<file path="config.mk">
export PLATFORM = sky130hd
export DESIGN_NAME = slab_size_class_allocator_flat
export DESIGN_NICKNAME = d
export VERILOG_FILES = /design/src/rtl/core/scsa_pkg.sv /design/src/rtl/core/scsa_if.sv /design/src/rtl/core/scsa_front.sv /design/src/rtl/core/scsa_queue.sv /design/src/rtl/core/scsa_back.sv /design/src/rtl/core/slab_size_class_allocator.sv /design/src/flat_wrapper.sv
export SDC_FILE = /design/constraint.sdc
export NUM_CORES = 1
export LEC_CHECK = 0
export ABC_AREA = 1
export BUFFER_PORTS_ARGS = -buffer_cell sky130_fd_sc_hd__buf_4
export CAP_MARGIN = 20
export CELL_PAD_IN_SITES_DETAIL_PLACEMENT = 2
export CELL_PAD_IN_SITES_GLOBAL_PLACEMENT = 2
export CORE_ASPECT_RATIO = 1.25
export CORE_MARGIN = 4
export CORE_UTILIZATION = 46
export CTS_BUF_LIST = sky130_fd_sc_hd__clkbuf_4 sky130_fd_sc_hd__clkbuf_8
export CTS_CLUSTER_DIAMETER = 100
export DETAILED_ROUTE_END_ITERATION = 7
export PLACE_DENSITY = 0.86
export SLEW_MARGIN = 20
export SYNTH_ARGS = -nofsm -noshare
export SYNTH_HDL_FRONTEND = slang
export SYNTH_SLANG_ARGS = --single-unit
</file>
<file path="constraint.sdc">
create_clock -name i_clk -period 11 [get_ports i_clk]
set_input_delay 2.2 -clock i_clk [delete_from_list [all_inputs] [get_ports i_clk]]
set_output_delay 2.2 -clock i_clk [all_outputs]
set_load 0.05 [all_outputs]
</file>
<file path="src/rtl/core/scsa_pkg.sv">
// Package for the slab size-class allocator: widths, status codes,
// size-class tables and the item type passed from front to back.
// No dependencies.
package scsa_pkg;

    localparam int MAX_CLASSES     = 32;
    localparam int NUM_CLASSES_DEF = 16;
    localparam int BATCH_PAGES     = 32;
    localparam int PAGE_NUM_LIMIT  = 8192;
    localparam int QUEUE_DEPTH     = 2;

    localparam int REQ_W    = 32;
    localparam int CFG_W    = 13;
    localparam int STATUS_W = 2;
    localparam int PAGE_W   = 13;
    localparam int TAKEN_W  = 14;
    localparam int POOL_W   = 6;
    localparam int SLOT_W   = 12;
    localparam int SIZE_W   = 20;
    localparam int OFFS_W   = 20;
    localparam int CLS_W    = 5;

    localparam logic [CFG_W-1:0] LIMIT_MIB_RESET = CFG_W'(64);

    typedef enum logic [STATUS_W-1:0] {
        STS_OK        = 2'd0,
        STS_TOO_LARGE = 2'd1,
        STS_NO_MEM    = 2'd2
    } t_status;

    // slot size per class: 512, then floor(5*s/4)
    localparam logic [SIZE_W-1:0] CLASS_BYTES [MAX_CLASSES] = '{
        20'd512,    20'd640,    20'd800,    20'd1000,
        20'd1250,   20'd1562,   20'd1952,   20'd2440,
        20'd3050,   20'd3812,   20'd4765,   20'd5956,
        20'd7445,   20'd9306,   20'd11632,  20'd14540,
        20'd18175,  20'd22718,  20'd28397,  20'd35496,
        20'd44370,  20'd55462,  20'd69327,  20'd86658,
        20'd108322, 20'd135402, 20'd169252, 20'd211565,
        20'd264456, 20'd330570, 20'd413212, 20'd516515
    };

    // slots per 1 MiB page for each class
    localparam logic [SLOT_W-1:0] CLASS_SLOTS [MAX_CLASSES] = '{
        12'd2048, 12'd1638, 12'd1310, 12'd1048,
        12'd838,  12'd671,  12'd537,  12'd429,
        12'd343,  12'd275,  12'd220,  12'd176,
        12'd140,  12'd112,  12'd90,   12'd72,
        12'd57,   12'd46,   12'd36,   12'd29,
        12'd23,   12'd18,   12'd15,   12'd12,
        12'd9,    12'd7,    12'd6,    12'd4,
        12'd3,    12'd3,    12'd2,    12'd2
    };

    typedef struct packed {
        logic              too_large;
        logic [CLS_W-1:0]  cls;
        logic [SIZE_W-1:0] size;
    } t_req_item;

endpackage

</file>
<file path="src/rtl/core/scsa_if.sv">
// Valid/ready channel interfaces for requests and results.
// Depends on scsa_pkg.
interface scsa_req_if import scsa_pkg::*; ();
    logic             valid;
    logic             ready;
    logic [REQ_W-1:0] request_bytes;

    modport source(output valid, output request_bytes, input ready);
    modport sink(input valid, input request_bytes, output ready);
endinterface

interface scsa_res_if import scsa_pkg::*; ();
    logic                valid;
    logic                ready;
    logic [STATUS_W-1:0] status;
    logic [PAGE_W-1:0]   page_number;
    logic [OFFS_W-1:0]   byte_offset;

    modport source(output valid, output status, output page_number, output byte_offset,
                   input ready);
    modport sink(input valid, input status, input page_number, input byte_offset,
                 output ready);
endinterface

</file>
<file path="src/rtl/core/scsa_front.sv">
// Front end: accepts request items and maps each to its size class.
// Depends on scsa_pkg and scsa_req_if.
module scsa_front import scsa_pkg::*; #(
    parameter int NUM_CLASSES = NUM_CLASSES_DEF
) (
    scsa_req_if.sink   i_req,
    input  logic       i_full,
    output logic       o_push,
    output t_req_item  o_item
);

    logic             found;
    logic [CLS_W-1:0] cls;

    // smallest class that holds the request
    always_comb begin
        found = 1'b0;
        cls   = '0;
        for (int c = NUM_CLASSES - 1; c >= 0; c--) begin
            if ({{(REQ_W-SIZE_W){1'b0}}, CLASS_BYTES[c]} >= i_req.request_bytes) begin
                found = 1'b1;
                cls   = CLS_W'(c);
            end
        end
    end

    assign i_req.ready      = !i_full;
    assign o_push           = i_req.valid && !i_full;
    assign o_item.too_large = !found;
    assign o_item.cls       = cls;
    assign o_item.size      = CLASS_BYTES[cls];

endmodule

</file>
<file path="src/rtl/core/scsa_queue.sv">
// Small flop queue of classified items between front and back.
// Depends on scsa_pkg.
module scsa_queue import scsa_pkg::*; #(
    parameter int DEPTH = QUEUE_DEPTH
) (
    input  logic      i_clk,
    input  logic      i_rst_n,
    input  logic      i_push,
    input  t_req_item i_item,
    output logic      o_full,
    input  logic      i_pop,
    output t_req_item o_item,
    output logic      o_empty
);

    localparam int PTR_W = (DEPTH > 1) ? $clog2(DEPTH) : 1;
    localparam int CNT_W = $clog2(DEPTH + 1);

    t_req_item        r_mem [DEPTH];
    logic [PTR_W-1:0] r_wr_ptr, n_wr_ptr;
    logic [PTR_W-1:0] r_rd_ptr, n_rd_ptr;
    logic [CNT_W-1:0] r_count, n_count;

    assign o_full  = (r_count == CNT_W'(DEPTH));
    assign o_empty = (r_count == '0);
    assign o_item  = r_mem[r_rd_ptr];

    always_comb begin
        n_wr_ptr = r_wr_ptr;
        n_rd_ptr = r_rd_ptr;
        n_count  = r_count;
        if (i_push) begin
            n_wr_ptr = (r_wr_ptr == PTR_W'(DEPTH - 1)) ? '0 : r_wr_ptr + 1'b1;
        end
        if (i_pop) begin
            n_rd_ptr = (r_rd_ptr == PTR_W'(DEPTH - 1)) ? '0 : r_rd_ptr + 1'b1;
        end
        if (i_push && !i_pop) begin
            n_count = r_count + 1'b1;
        end else if (!i_push && i_pop) begin
            n_count = r_count - 1'b1;
        end
    end

    always_ff @(posedge i_clk) begin
        if (!i_rst_n) begin
            r_wr_ptr <= '0;
            r_rd_ptr <= '0;
            r_count  <= '0;
        end else begin
            r_wr_ptr <= n_wr_ptr;
            r_rd_ptr <= n_rd_ptr;
            r_count  <= n_count;
        end
    end

    always_ff @(posedge i_clk) begin
        if (i_push) begin
            r_mem[r_wr_ptr] <= i_item;
        end
    end

endmodule

</file>
<file path="src/rtl/core/scsa_back.sv">
// Back end: per-class page/slot state, page pool, bump allocation, result register.
// Depends on scsa_pkg and scsa_res_if.
module scsa_back import scsa_pkg::*; #(
    parameter int NUM_CLASSES = NUM_CLASSES_DEF
) (
    input  logic             i_clk,
    input  logic             i_rst_n,
    input  logic             i_cfg_we,
    input  logic [CFG_W-1:0] i_cfg_wdata,
    input  t_req_item        i_item,
    input  logic             i_empty,
    output logic             o_pop,
    scsa_res_if.source       o_res
);

    localparam int CIDX_W = (NUM_CLASSES > 1) ? $clog2(NUM_CLASSES) : 1;

    typedef enum logic [1:0] {
        BK_READ   = 2'b01,
        BK_COMMIT = 2'b10
    } t_back_state;

    t_back_state         r_state;
    logic [CFG_W-1:0]    r_limit_mib;
    logic [PAGE_W-1:0]   r_cls_page [NUM_CLASSES];
    logic [SLOT_W-1:0]   r_cls_used [NUM_CLASSES];
    logic [POOL_W-1:0]   r_pool_free, n_pool_free;
    logic [TAKEN_W-1:0]  r_pages_taken, n_pages_taken;

    t_req_item           r_item;
    logic                r_full;
    logic [SLOT_W-1:0]   r_slot;
    logic [PAGE_W-1:0]   r_page;

    logic                r_out_valid;
    t_status             r_out_status;
    logic [PAGE_W-1:0]   r_out_page;
    logic [OFFS_W-1:0]   r_out_offset;

    logic [CIDX_W-1:0]   rd_idx, wr_idx;
    logic                rd_full;
    logic                out_free;
    logic                commit;
    logic                do_alloc;
    t_status             status;
    logic [PAGE_W-1:0]   page;
    logic [SLOT_W+SIZE_W-1:0] prod;

    assign rd_idx   = i_item.cls[CIDX_W-1:0];
    assign wr_idx   = r_item.cls[CIDX_W-1:0];
    assign rd_full  = r_cls_used[rd_idx] >= CLASS_SLOTS[i_item.cls];
    assign out_free = !r_out_valid || o_res.ready;
    assign o_pop    = (r_state == BK_READ) && !i_empty;
    assign commit   = (r_state == BK_COMMIT) && out_free;
    assign prod     = r_slot * r_item.size;

    // too large, bump, else pool page; fresh batch when empty and within budget
    always_comb begin
        n_pool_free   = r_pool_free;
        n_pages_taken = r_pages_taken;
        page          = r_page;
        status        = STS_OK;
        do_alloc      = 1'b0;
        if (r_item.too_large) begin
            status = STS_TOO_LARGE;
        end else if (!r_full) begin
            do_alloc = 1'b1;
        end else if (r_pool_free != '0) begin
            n_pool_free = r_pool_free - 1'b1;
            page        = PAGE_W'(r_pages_taken - TAKEN_W'(BATCH_PAGES)
                                  + TAKEN_W'(n_pool_free));
            do_alloc    = 1'b1;
        end else if ((r_pages_taken >= {1'b0, r_limit_mib}) ||
                     ({1'b0, r_pages_taken} + (TAKEN_W+1)'(BATCH_PAGES)
                      > (TAKEN_W+1)'(PAGE_NUM_LIMIT))) begin
            status = STS_NO_MEM;
        end else begin
            n_pages_taken = r_pages_taken + TAKEN_W'(BATCH_PAGES);
            n_pool_free   = POOL_W'(BATCH_PAGES - 1);
            page          = PAGE_W'(r_pages_taken + TAKEN_W'(BATCH_PAGES - 1));
            do_alloc      = 1'b1;
        end
    end

    always_ff @(posedge i_clk) begin
        if (!i_rst_n) begin
            r_state       <= BK_READ;
            r_limit_mib   <= LIMIT_MIB_RESET;
            r_pool_free   <= POOL_W'(BATCH_PAGES - NUM_CLASSES);
            r_pages_taken <= TAKEN_W'(BATCH_PAGES);
            r_out_valid   <= 1'b0;
            for (int c = 0; c < NUM_CLASSES; c++) begin
                r_cls_page[c] <= PAGE_W'(BATCH_PAGES - 1 - c);
                r_cls_used[c] <= '0;
            end
        end else begin
            if (i_cfg_we) begin
                r_limit_mib <= i_cfg_wdata;
            end
            case (r_state)
                BK_READ: begin
                    if (!i_empty) begin
                        r_state <= BK_COMMIT;
                    end
                end
                BK_COMMIT: begin
                    if (out_free) begin
                        r_state <= BK_READ;
                    end
                end
                default: begin
                    r_state <= BK_READ;
                end
            endcase
            if (commit) begin
                r_out_valid <= 1'b1;
                if (do_alloc) begin
                    r_cls_page[wr_idx] <= page;
                    r_cls_used[wr_idx] <= r_slot + 1'b1;
                    r_pool_free        <= n_pool_free;
                    r_pages_taken      <= n_pages_taken;
                end
            end else if (o_res.ready) begin
                r_out_valid <= 1'b0;
            end
        end
    end

    always_ff @(posedge i_clk) begin
        if (o_pop) begin
            r_item <= i_item;
            r_full <= rd_full;
            r_slot <= rd_full ? '0 : r_cls_used[rd_idx];
            r_page <= r_cls_page[rd_idx];
        end
        if (commit) begin
            r_out_status <= status;
            r_out_page   <= (status == STS_OK) ? page : '0;
            r_out_offset <= (status == STS_OK) ? prod[OFFS_W-1:0] : '0;
        end
    end

    assign o_res.valid       = r_out_valid;
    assign o_res.status      = r_out_status;
    assign o_res.page_number = r_out_page;
    assign o_res.byte_offset = r_out_offset;

`ifndef SYNTHESIS
    a_pool_bound: assert property (@(posedge i_clk) disable iff (!i_rst_n)
        r_pool_free <= POOL_W'(BATCH_PAGES))
        else $error("pool count above batch size");

    a_taken_batches: assert property (@(posedge i_clk) disable iff (!i_rst_n)
        ((r_pages_taken % TAKEN_W'(BATCH_PAGES)) == '0) &&
        (r_pages_taken <= TAKEN_W'(PAGE_NUM_LIMIT)))
        else $error("pages taken not a whole number of batches in range");

    a_commit_return: assert property (@(posedge i_clk) disable iff (!i_rst_n)
        commit |=> (r_state == BK_READ) && r_out_valid)
        else $error("commit did not load result and return to read");
`endif

endmodule

</file>
<file path="src/rtl/core/slab_size_class_allocator.sv">
// Slab size-class allocator top level: front classifier, item queue, back allocator.
// An accepted request is written to the queue, read into the back-end item register and
// committed to the result register. The back end reads then commits one item at a time on
// the per-class page state. The front keeps accepting while the queue has room.
// Reset: synchronous, active low; loads the start-up class pages and pool directly,
// no clearing pass.
module slab_size_class_allocator import scsa_pkg::*; #(
    parameter int NUM_CLASSES = NUM_CLASSES_DEF
) (
    input  logic             i_clk,
    input  logic             i_rst_n,
    scsa_req_if.sink         i_req,
    scsa_res_if.source       o_res,
    input  logic             i_cfg_we,
    input  logic [CFG_W-1:0] i_cfg_wdata
);

    t_req_item front_item;
    t_req_item queue_item;
    logic      push;
    logic      full;
    logic      pop;
    logic      empty;

    scsa_front #(
        .NUM_CLASSES(NUM_CLASSES)
    ) u_front (
        .i_req  (i_req),
        .i_full (full),
        .o_push (push),
        .o_item (front_item)
    );

    scsa_queue #(
        .DEPTH(QUEUE_DEPTH)
    ) u_queue (
        .i_clk   (i_clk),
        .i_rst_n (i_rst_n),
        .i_push  (push),
        .i_item  (front_item),
        .o_full  (full),
        .i_pop   (pop),
        .o_item  (queue_item),
        .o_empty (empty)
    );

    scsa_back #(
        .NUM_CLASSES(NUM_CLASSES)
    ) u_back (
        .i_clk       (i_clk),
        .i_rst_n     (i_rst_n),
        .i_cfg_we    (i_cfg_we),
        .i_cfg_wdata (i_cfg_wdata),
        .i_item      (queue_item),
        .i_empty     (empty),
        .o_pop       (pop),
        .o_res       (o_res)
    );

endmodule

</file>
<file path="src/flat_wrapper.sv">
// flat-port wrapper written by rule: the top's interface ports become plain ports
module slab_size_class_allocator_flat import scsa_pkg::*;
#(
    parameter int NUM_CLASSES = NUM_CLASSES_DEF
)
  (i_clk, i_rst_n, i_cfg_we, i_cfg_wdata, i_req_valid, i_req_request_bytes, i_req_ready, o_res_valid, o_res_status, o_res_page_number, o_res_byte_offset, o_res_ready);
  scsa_req_if i_req_i ();
  scsa_res_if o_res_i ();
  input  logic i_clk;
  input  logic i_rst_n;
  input  logic i_cfg_we;
  input  logic [CFG_W-1:0] i_cfg_wdata;
  input wire logic [$bits(i_req_i.valid)-1:0] i_req_valid;
  input wire logic [$bits(i_req_i.request_bytes)-1:0] i_req_request_bytes;
  output wire logic [$bits(i_req_i.ready)-1:0] i_req_ready;
  output wire logic [$bits(o_res_i.valid)-1:0] o_res_valid;
  output wire logic [$bits(o_res_i.status)-1:0] o_res_status;
  output wire logic [$bits(o_res_i.page_number)-1:0] o_res_page_number;
  output wire logic [$bits(o_res_i.byte_offset)-1:0] o_res_byte_offset;
  input wire logic [$bits(o_res_i.ready)-1:0] o_res_ready;
  assign i_req_i.valid = i_req_valid;
  assign i_req_i.request_bytes = i_req_request_bytes;
  assign i_req_ready = i_req_i.ready;
  assign o_res_valid = o_res_i.valid;
  assign o_res_status = o_res_i.status;
  assign o_res_page_number = o_res_i.page_number;
  assign o_res_byte_offset = o_res_i.byte_offset;
  assign o_res_i.ready = o_res_ready;
  slab_size_class_allocator #(.NUM_CLASSES(NUM_CLASSES)) u_core (.i_clk(i_clk), .i_rst_n(i_rst_n), .i_req(i_req_i), .o_res(o_res_i), .i_cfg_we(i_cfg_we), .i_cfg_wdata(i_cfg_wdata));
endmodule
</file>
==> results of run 1 <==
==> worst max-delay path by stage <==
stage                                                                to  cells after the start         from
after floorplan           u_core.u_back.r_cls_page[14][0]$_SDFFCE_PN1P_                      9  o_res_ready
after global placement            u_core.u_back.r_slot[1]$_SDFFCE_PP0P_                     21    flip-flop
after detailed placement         u_core.u_back.r_slot[10]$_SDFFCE_PP0P_                     21    flip-flop
after CTS                        u_core.u_back.r_slot[10]$_SDFFCE_PP0P_                     21    flip-flop
after global routing              u_core.u_back.r_slot[1]$_SDFFCE_PP0P_                     21    flip-flop
final                            u_core.u_back.r_slot[10]$_SDFFCE_PP0P_                     21    flip-flop
==> tightest hold or removal path, cell delays in order (launching register included) <==
cell and delay, ns:
dfxtp_1 0.29, inv_1 0.07, a21oi_1 0.06
==> logic make-up (layout without fill, tap and decap cells) <==
group / Yosys count / count (layout) / share of synthesized area [%]
buffers and inverters: 532 / 656 / 6.95
other: 0 / 1 / 0
DFF: 554 / 554 / 53.9
AOI/OAI and AO/OA: 559 / 559 / 10.6
and+or+nand+nor: 1252 / 1252 / 16.5
xor gates and xnor gates: 37 / 37 / 1.07
muxes: 1 / 1 / 0.0331
adders and majority gates: 200 / 200 / 11.0
==> cells in the mapped netlist, drive strengths merged (2+ instances only) <==
cell type	count	area, um2
o21a	2	15.0
xnor2	13	114
o21bai	2	15.0
o21ai	287	1440
o22ai	69	457
a211oi	4	30.0
nor4	3	25.0
a22oi	4	50.1
nor3b	2	15.0
nor3	6	30.0
fa	108	2160
a31oi	2	12.5
o32ai	4	42.6
edfxtp	518	15600
dfxtp	36	721
clkinv	4	15.0
o221ai	38	333
inv	354	1330
clkbuf	127	477
nand4	9	56.3
o211ai	6	45.0
xor2	24	210
ha	92	1150
nand3	36	220
or2	11	68.8
nand2	553	2090
o31ai	3	22.5
buf	47	274
nor2	632	2490
a21oi	130	666
==> sequential cells by signal (all words and copies together) (netlist names), named ones only <==
register                         cells
u_core.u_back.r_slot                12
u_core.u_back.r_state                2
u_core.u_back.o_res.byte_offset     20
u_core.u_back.r_item                19
u_core.u_back.r_full                 1
u_core.u_back.r_pages_taken          9
u_core.u_queue.r_wr_ptr              1
u_core.u_back.o_res.page_number     13
u_core.u_back.r_cls_page           208
u_core.u_back.o_res.valid            1
u_core.u_queue.r_rd_ptr              1
u_core.u_back.o_res.status           2
u_core.u_back.r_limit_mib           13
u_core.u_back.r_page                13
u_core.u_queue.r_mem                38
u_core.u_back.r_cls_used           192
u_core.u_queue.r_count               2
u_core.u_back.r_pool_free            6
==> layout by cell type (no fill, tap or decap), types with 24 or more instances in the layout <==
cell type / count
clkbuf_8: 96
o221ai_1: 38
nand2_1: 546
nand3_1: 31
inv_1: 333
nor2_1: 610
fa_1: 108
o21ai_0: 283
dfxtp_1: 36
buf_4: 127
xor2_1: 24
ha_1: 92
edfxtp_1: 518
a21oi_1: 125
o22ai_1: 65
==> metal layers <==
layer	GRT usage, %	part of all wire (%)	up-vias
li1	-	-	10500
met1	41.2	36	13300
met2	63.9	50	1559
met3	6.53	7.2	500
met4	21.1	6.8	0
met5	0	0	-
==> final cells by class <==
class | instances | share of cell area, %
antenna | 1 | 0.00747
clock buffer | 119 | 4.46
clock inverter | 50 | 1.29
inverter | 358 | 4.05
multi-input combinational | 2049 | 35.6
sequential | 554 | 48.6
tap | 848 | 3.17
timing repair buffer | 129 | 2.91
==> stage by stage <==
step	utilization, %	instances
finish	51.7	4108
floorplan	-	3135
global placement	48.7	3936
detailed placement	48.7	3936
CTS	51.7	4105
global route	51.7	4108
==> out/metrics.cfg, run 1 <==
[sta]
slew_headroom_pct=20.6
rsz0062_at_grt=false
hold_violations=0
worst_pin_slew_ns=1.19
holdWs_ns=0.477
fin_skew_ns=0.0457
period_minus_slack_ns=7.15
period_share_pct=65.0
setup-violations-final=0
setup_ws_ns=3.85
fmax_mhz=140
fin_tns_setup_ns=0
slew_violations=0

[logic_synthesis]
synth-edff-count=518
ys_async_sr_fraction_pct=0
synth_flop_cell=edfxtp_1
syn-num-nets=3385
netlist_area_um2=30200
syn-mean-instance-area_um2=9.64
synth-seq-cells=554
synthCells=3135
ys_seq_area_share_pct=53.9
yosysWarningCount=0
yosysUniqueCellTypes=56

[place]
placed_area_um2=31600
pre_cts_slack_ns=4.18
dp_hpwl_mm=77.4
place.gp.congestion=0.848
io_buffers=86

[critical_path]
slowest_stage=dfxtp_1
crit_type=flip-flop to flip-flop
crit_fanout=90
critical-path-top-delay-family=compound AO/OA/AOI/OAI gates
rr_worst_depth=21
crit_path_frequent_cell=a21oi_1
regToRegSetupSlack_ns=3.85
path_buf_inv=4
startpoint_type=flip-flop
crit_arrival_ns=7.57
required_ns=11.42
crit_path_cell_trace=inv_2, or2_2, nand2_4, buf_4, buf_4, o21ai_0, o22ai_1, nand2_1, o221ai_1, o32ai_1, ha_1, inv_1, nand2_1, a21oi_1, o21bai_1, a21oi_1, o221ai_1, nand3_1, a21oi_1, a211o_1, a21oi_1
cp_slowest_stage_delay_ns=0.94
worst_setup_path_end_kind=flip-flop
reg2reg_to=u_core.u_back.r_slot[10]$_SDFFCE_PP0P_

[clocking]
clk_pin_slew_ns=0.06
ctsResizeCount=0
root_buffer=clkbuf_8
ctsHoldBuffers=0
clock-sinks=554
clockBufferDepth=3
cts_tree=built
cts_setup_buffers=0
cts_buffers=94
cts_max_level=3
clk_latency_ns=0.74

[layout]
finish.instance_area_um2=33500
final_nets=3436
regArea_um2=16300
n_fill_cell=6658
drive_gt1_share_pct=11.2
multi_input_area_um2=11900
areaGrowthSynthToFinish_pct=10.9

[die]
design.die.area_um2=69900
coreArea_um2=64800
initial_utilization_pct=46.6
die_height_um=295
die_w_um=237
io_pins=87
std_cell_rows=104

[global_route]
grt_use_total_pct=36.2
overflow=0
antenna_found_initial=2
grt_pass1_wl_mm=189
grt_max_degree=91
grt_pass1_vias=28700

[hold_path]
min_to=u_core.u_back.r_limit_mib[9]$_SDFFE_PN0P_
min_path_cells=2
hp-class=flip-flop to flip-flop
min_from=u_core.u_back.r_limit_mib[9]$_SDFFE_PN0P_

[routing]
finalWirelength_mm=135
avgViaCountPerCell=6.29
vias=25900
firstDrtPassIters=5
wire_per_inst_um=32.8
drt_iter0_drc=3039
postRouteAntennaNets=0
drc_errors=0

[job]
maxCapViolations=0

[status]
status=complete, no violations

Power of run 1 is left out: the tool's default activity adds up to more than one toggle a clock period on the data nets, which glitch-free logic cannot reach.
==> run 2, diff against run 1 <==
--- a/config.mk
+++ b/config.mk
@@ -12,11 +12,11 @@
 export CELL_PAD_IN_SITES_GLOBAL_PLACEMENT = 2
 export CORE_ASPECT_RATIO = 1.25
 export CORE_MARGIN = 4
-export CORE_UTILIZATION = 46
+export CORE_UTILIZATION = 38
 export CTS_BUF_LIST = sky130_fd_sc_hd__clkbuf_4 sky130_fd_sc_hd__clkbuf_8
 export CTS_CLUSTER_DIAMETER = 100
 export DETAILED_ROUTE_END_ITERATION = 7
-export PLACE_DENSITY = 0.86
+export PLACE_DENSITY = 0.75
 export SLEW_MARGIN = 20
 export SYNTH_ARGS = -nofsm -noshare
 export SYNTH_HDL_FRONTEND = slang
==> constraint.sdc (replaced) <==
create_clock -name i_clk -period 5.7 [get_ports i_clk]
set_input_delay 1.14 -clock i_clk [delete_from_list [all_inputs] [get_ports i_clk]]
set_output_delay 1.14 -clock i_clk [all_outputs]
set_load 0.05 [all_outputs]
==> run 2 against run 1 <==
- first-iteration DRC count shrank 51%
- clock-buffer cell count up 14
- wire length shrank 21%
- clock skew up 0.0085 ns
- die area up 20%
- sequential share of layout area fell by 1.0 points
- core utilization decreased by 8.2 points
- non-clock buffer count rose by 46
==> out/metrics.cfg, run 2 (synthesized netlist as in run 1, its figures left out) <==
[status]
status=complete, no violations

[global_route]
grt_pass1_vias=26800
grt_max_degree=80
grt_util_met1_pct=28.7
grt_pass1_wl_mm=160
use_met3_pct=2.62
grt_use_total_pct=24.9
overflow=0
busiest_layer=met2
antenna_found_initial=3
grtUsageMet2_pct=47.3

[critical_path]
required_ns=6.18
worst_setup_path_end_kind=flip-flop
slowest_stage=fa_1
cp_slowest_stage_delay_ns=0.54
critical-path-top-delay-family=adder cells
crit_path_frequent_cell=inv_1
crit_type=flip-flop to flip-flop
crit_fanout=10
path_buf_inv=6
startpoint_type=flip-flop
crit_cells=25
rr_worst_depth=25
crit_arrival_ns=5.85

[routing]
finalWirelength_mm=106
vias=23500
firstDrtPassIters=6
wire_per_inst_um=24.4
drc_errors=0
postRouteAntennaNets=0
avgViaCountPerCell=5.40
drt_iter0_drc=1502

[sta]
slew_headroom_pct=27.3
setup_ws_ns=0.332
fmax_mhz=186
setup-violations-final=0
slew_violations=0
period_share_pct=94.2
fin_skew_ns=0.0542
period_minus_slack_ns=5.37
fin_tns_setup_ns=0
hold_violations=0
rsz0062_at_grt=false
worst_pin_slew_ns=1.09

[die]
design.die.area_um2=84100
io_pins=87
die_w_um=260
initial_utilization_pct=38.4
coreArea_um2=78700
die_height_um=323
std_cell_rows=115

[layout]
top_regs=u_core.u_back.r_cls_page (208), u_core.u_back.r_cls_used (192), u_core.u_queue.r_mem (38)
layout_common_cells=nor2_1 (610), nand2_1 (547), edfxtp_1 (518), inv_1 (333), o21ai_0 (280)
regMostFlops=u_core.u_back.r_cls_page
layout_commonest_cell=nor2_1
final_nets=3481
drive_gt1_share_pct=12.6
instances_no_fill=4360
final_util_pct=43.5
areaGrowthSynthToFinish_pct=13.3
largest_register_ffs=208

[hold_path]
hp-class=flip-flop to flip-flop
min_path_cells=1

[clocking]
clockBufferDepth=3
cts_tree=built
clk_pin_slew_ns=0.08
root_buffer=clkbuf_8
cts_buffers=93
clk_latency_ns=0.74
cts_max_level=3
clock-sinks=554

[place]
dp_hpwl_mm=71.8
place.gp.congestion=0.874
io_buffers=86
pre_cts_slack_ns=-0.129
place_inst=4179

[job]
maxCapViolations=0

-- run 2: path summary, 6_finish.rpt --
path / slack, ns / endpoint / start
max: 0.33 / u_core.u_back.o_res.byte_offset[19]$_SDFFCE_PP0P_ / u_core.u_back.r_item[1]$_DFFE_PP_
min: 0.47 / u_core.u_queue.r_rd_ptr$_SDFFE_PN0P_ / u_core.u_queue.r_rd_ptr$_SDFFE_PN0P_
max reg2reg: 0.33 / u_core.u_back.o_res.byte_offset[19]$_SDFFCE_PP0P_ / u_core.u_back.r_item[1]$_DFFE_PP_
min reg2reg: 0.47 / u_core.u_queue.r_rd_ptr$_SDFFE_PN0P_ / u_core.u_queue.r_rd_ptr$_SDFFE_PN0P_
-- run 2: worst reg2reg max path, delay by kind of cell (launching register included) --
kind | cells | cell delay [ns]
adders and majority gates | 6 | 2.39
and+or+nand+nor | 7 | 0.68
xor gates and xnor gates | 1 | 0.18
AOI/OAI and AO/OA | 5 | 0.94
DFF | 1 | 0.39
buffers and inverters | 6 | 0.53
-- run 2: per-stage QoR --
step                      hold slack (ns)  instance area, um2
after floorplan                     0.426               30200
after global placement              0.438               32200
after detailed placement            0.451               32200
after CTS                           0.463               34100
after global routing                0.486               34200
final                               0.469               34200
-- run 2: what timing repair did --
item | 4_1_cts | 5_1_grt
hold buffers | 0 | 0
endpoints found under the setup margin | 1 | 4
pin swaps | 0 | 0
resized for setup | 1 | 7
buffers inserted | 0 | 10
-- run 2: per-layer routing --
layer	share of wire (%)	routed length, um
met4	3.7	3950
met1	39	42000
met3	3.3	3500
met5	0	0
met2	54	56900
-- run 2: cell type report --
type / instances / area [um2]
fill: 8395 / 44500
multi-input combinational: 2049 / 12000
inverter: 358 / 1350
clock inverter: 37 / 319
clock buffer: 133 / 1620
tap: 1053 / 1320
antenna: 1 / 2.50
timing repair buffer: 175 / 1390
sequential: 554 / 16300
Power of run 2 is left out for the same reason.
==> run 3, diff against run 2 <==
--- a/config.mk
+++ b/config.mk
@@ -8,15 +8,14 @@
 export ABC_AREA = 1
 export BUFFER_PORTS_ARGS = -buffer_cell sky130_fd_sc_hd__buf_4
 export CAP_MARGIN = 20
-export CELL_PAD_IN_SITES_DETAIL_PLACEMENT = 2
-export CELL_PAD_IN_SITES_GLOBAL_PLACEMENT = 2
+export CELL_PAD_IN_SITES_DETAIL_PLACEMENT = 0
+export CELL_PAD_IN_SITES_GLOBAL_PLACEMENT = 1
 export CORE_ASPECT_RATIO = 1.25
 export CORE_MARGIN = 4
-export CORE_UTILIZATION = 38
-export CTS_BUF_LIST = sky130_fd_sc_hd__clkbuf_4 sky130_fd_sc_hd__clkbuf_8
+export CORE_UTILIZATION = 45
 export CTS_CLUSTER_DIAMETER = 100
 export DETAILED_ROUTE_END_ITERATION = 7
-export PLACE_DENSITY = 0.75
+export PLACE_DENSITY = 0.74
 export SLEW_MARGIN = 20
 export SYNTH_ARGS = -nofsm -noshare
 export SYNTH_HDL_FRONTEND = slang
==> run 3 against run 2 <==
- clock skew decreased by 0.023 ns
- register-to-register slack improved by 0.15 ns
- first-iteration DRC count up 44%
- non-clock buffer count shrank 8
- global-route usage is 1.5 points lower
- critical path depth decreased by 6
- flip-flop and latch count did not move
- cell count is 6.4% lower
- maximum frequency increased by 2.9%
- clock-buffer cell count fell by 65
- worst hold slack worse by 0.0096 ns
- critical path type unchanged
- highest routed layer unchanged
==> out/metrics.cfg, run 3 (synthesized netlist as in run 1, its figures left out) <==
[status]
status=complete, no violations

[layout]
areaGrowthSynthToFinish_pct=11.5
top_regs=u_core.u_back.r_cls_page (208), u_core.u_back.r_cls_used (192), u_core.u_queue.r_mem (38)
layout_common_cells=nor2_1 (610), nand2_1 (544), edfxtp_1 (518), inv_1 (333), o21ai_0 (280)
layout_commonest_cell=nor2_1
final_nets=3436
regMostFlops=u_core.u_back.r_cls_page
antenna_cells=0
n_fill_cell=6062
largest_register_ffs=208
drive_gt1_share_pct=10.4

[clocking]
ctsHoldBuffers=0
cts_buffers=56
clk_latency_ns=0.64
root_buffer=clkbuf_16
clk_pin_slew_ns=0.07
clock-sinks=554
clockBufferDepth=3
cts_tree=built
cts_max_level=2

[critical_path]
crit_fanout=7
crit_path_cell_trace=buf_4, nand2_1, fa_1, inv_1, fa_1, fa_1, inv_1, fa_1, inv_1, fa_1, ha_1, nand2_1, o21ai_1, a21boi_0, o21ai_1, nand3_1, o21ai_0, xor2_1, nor2_1
crit_path_frequent_cell=fa_1
required_ns=6.07
regToRegSetupSlack_ns=0.48
worst_setup_path_end_kind=flip-flop
crit_arrival_ns=5.59
rr_worst_depth=19
crit_type=flip-flop to flip-flop
slowest_stage=fa_1
reg2reg_to=u_core.u_back.o_res.byte_offset[19]$_SDFFCE_PP0P_
cp_slowest_stage_delay_ns=0.55
startpoint_type=flip-flop
rr_startpoint=u_core.u_back.r_item[5]$_DFFE_PP_

[routing]
drt_iter0_drc=2166
finalWirelength_mm=84.2
postRouteAntennaNets=0
vias=22500
avgViaCountPerCell=5.50
firstDrtPassIters=6
drc_errors=0
wire_per_inst_um=20.6

[sta]
setup-violations-final=0
worst_pin_slew_ns=1.06
period_minus_slack_ns=5.22
slew_violations=0
fin_skew_ns=0.0309
fin_tns_setup_ns=0
period_share_pct=91.5
rsz0062_at_grt=false
slew_headroom_pct=29.3
fmax_mhz=192
hold_violations=0

[global_route]
overflow=0
grt_max_degree=90
grt_pass1_vias=22700
antenna_found_initial=0
grt_pass1_wl_mm=131
grt_use_total_pct=23.5

[job]
maxCapViolations=0

[place]
io_buffers=86
place.gp.congestion=0.858
dp_hpwl_mm=55.7

[die]
initial_utilization_pct=45.7
io_pins=87
coreArea_um2=66100
die_w_um=240
die_height_um=298
std_cell_rows=105
design.die.area_um2=71400

[hold_path]
min_to=u_core.u_queue.r_rd_ptr$_SDFFE_PN0P_
hp-class=flip-flop to flip-flop
min_from=u_core.u_queue.r_rd_ptr$_SDFFE_PN0P_
min_path_cells=1

run 3: worst max path at each step:
stage / start / endpoint / slack [ns] / cells after the start
6_report: u_core.u_back.r_item[5]$_DFFE_PP_ / u_core.u_back.o_res.byte_offset[19]$_SDFFCE_PP0P_ / 0.48 / 19
5_1_grt: u_core.u_back.r_slot[4]$_SDFFCE_PP0P_ / u_core.u_back.o_res.byte_offset[18]$_SDFFCE_PP0P_ / 0.04 / 24
4_1_cts: u_core.u_back.r_slot[5]$_SDFFCE_PP0P_ / u_core.u_back.o_res.byte_offset[19]$_SDFFCE_PP0P_ / 0.22 / 18
3_5_place_dp: u_core.u_back.r_slot[5]$_SDFFCE_PP0P_ / u_core.u_back.o_res.byte_offset[19]$_SDFFCE_PP0P_ / 0.20 / 18
3_3_place_gp: u_core.u_back.r_slot[5]$_SDFFCE_PP0P_ / u_core.u_back.o_res.byte_offset[19]$_SDFFCE_PP0P_ / 0.31 / 18
2_1_floorplan: u_core.u_back.r_slot[5]$_SDFFCE_PP0P_ / u_core.u_back.o_res.byte_offset[19]$_SDFFCE_PP0P_ / 0.39 / 20
run 3: worst max-delay path: cells and delay by family, from the launching register on:
family | cells | cell delay, ns
compound gates | 4 | 0.83
xor+xnor | 1 | 0.17
fa+ha+maj | 6 | 2.78
buf+inv | 4 | 0.36
flops | 1 | 0.51
simple gates | 4 | 0.32
run 3: area by class of cell:
| class | count | area, um2 | area share, % |
|---|---|---|---|
| tap | 856 | 1070 | 3.18 |
| clock inverter | 31 | 298 | 0.884 |
| sequential | 554 | 16300 | 48.3 |
| clock buffer | 68 | 1460 | 4.32 |
| timing repair buffer | 167 | 1320 | 3.91 |
| inverter | 358 | 1350 | 4.02 |
| multi-input combinational | 2049 | 11900 | 35.4 |
run 3: routing by layer:
metal  routed length, um  GRT usage (%)
met1               34200           31.1
met2               42800           40.9
met3                5140           2.59
met4                2130           6.57
met5                   0              0
run 3: stage by stage:
stage               hold slack (ns)  std cells  setup slack [ns]  util (%)  cell area [um2]
CTS                           0.459       4075             0.215      50.9            33600
global placement              0.440       3976             0.309      48.2            31900
detailed placement            0.445       3976             0.203      48.2            31900
finish                        0.460       4083             0.482      51.0            33700
global route                  0.481       4083            0.0382      51.0            33700
floorplan                     0.426       3135             0.392         -            30200
run 3: timing repair:
item / 4_1_cts / 5_1_grt
hold endpoints to repair: 0 / 0
resized for setup: 0 / 5
endpoints found under the setup margin: 0 / 3
buffers inserted: 0 / 8
Power of run 3 is left out for the same reason.
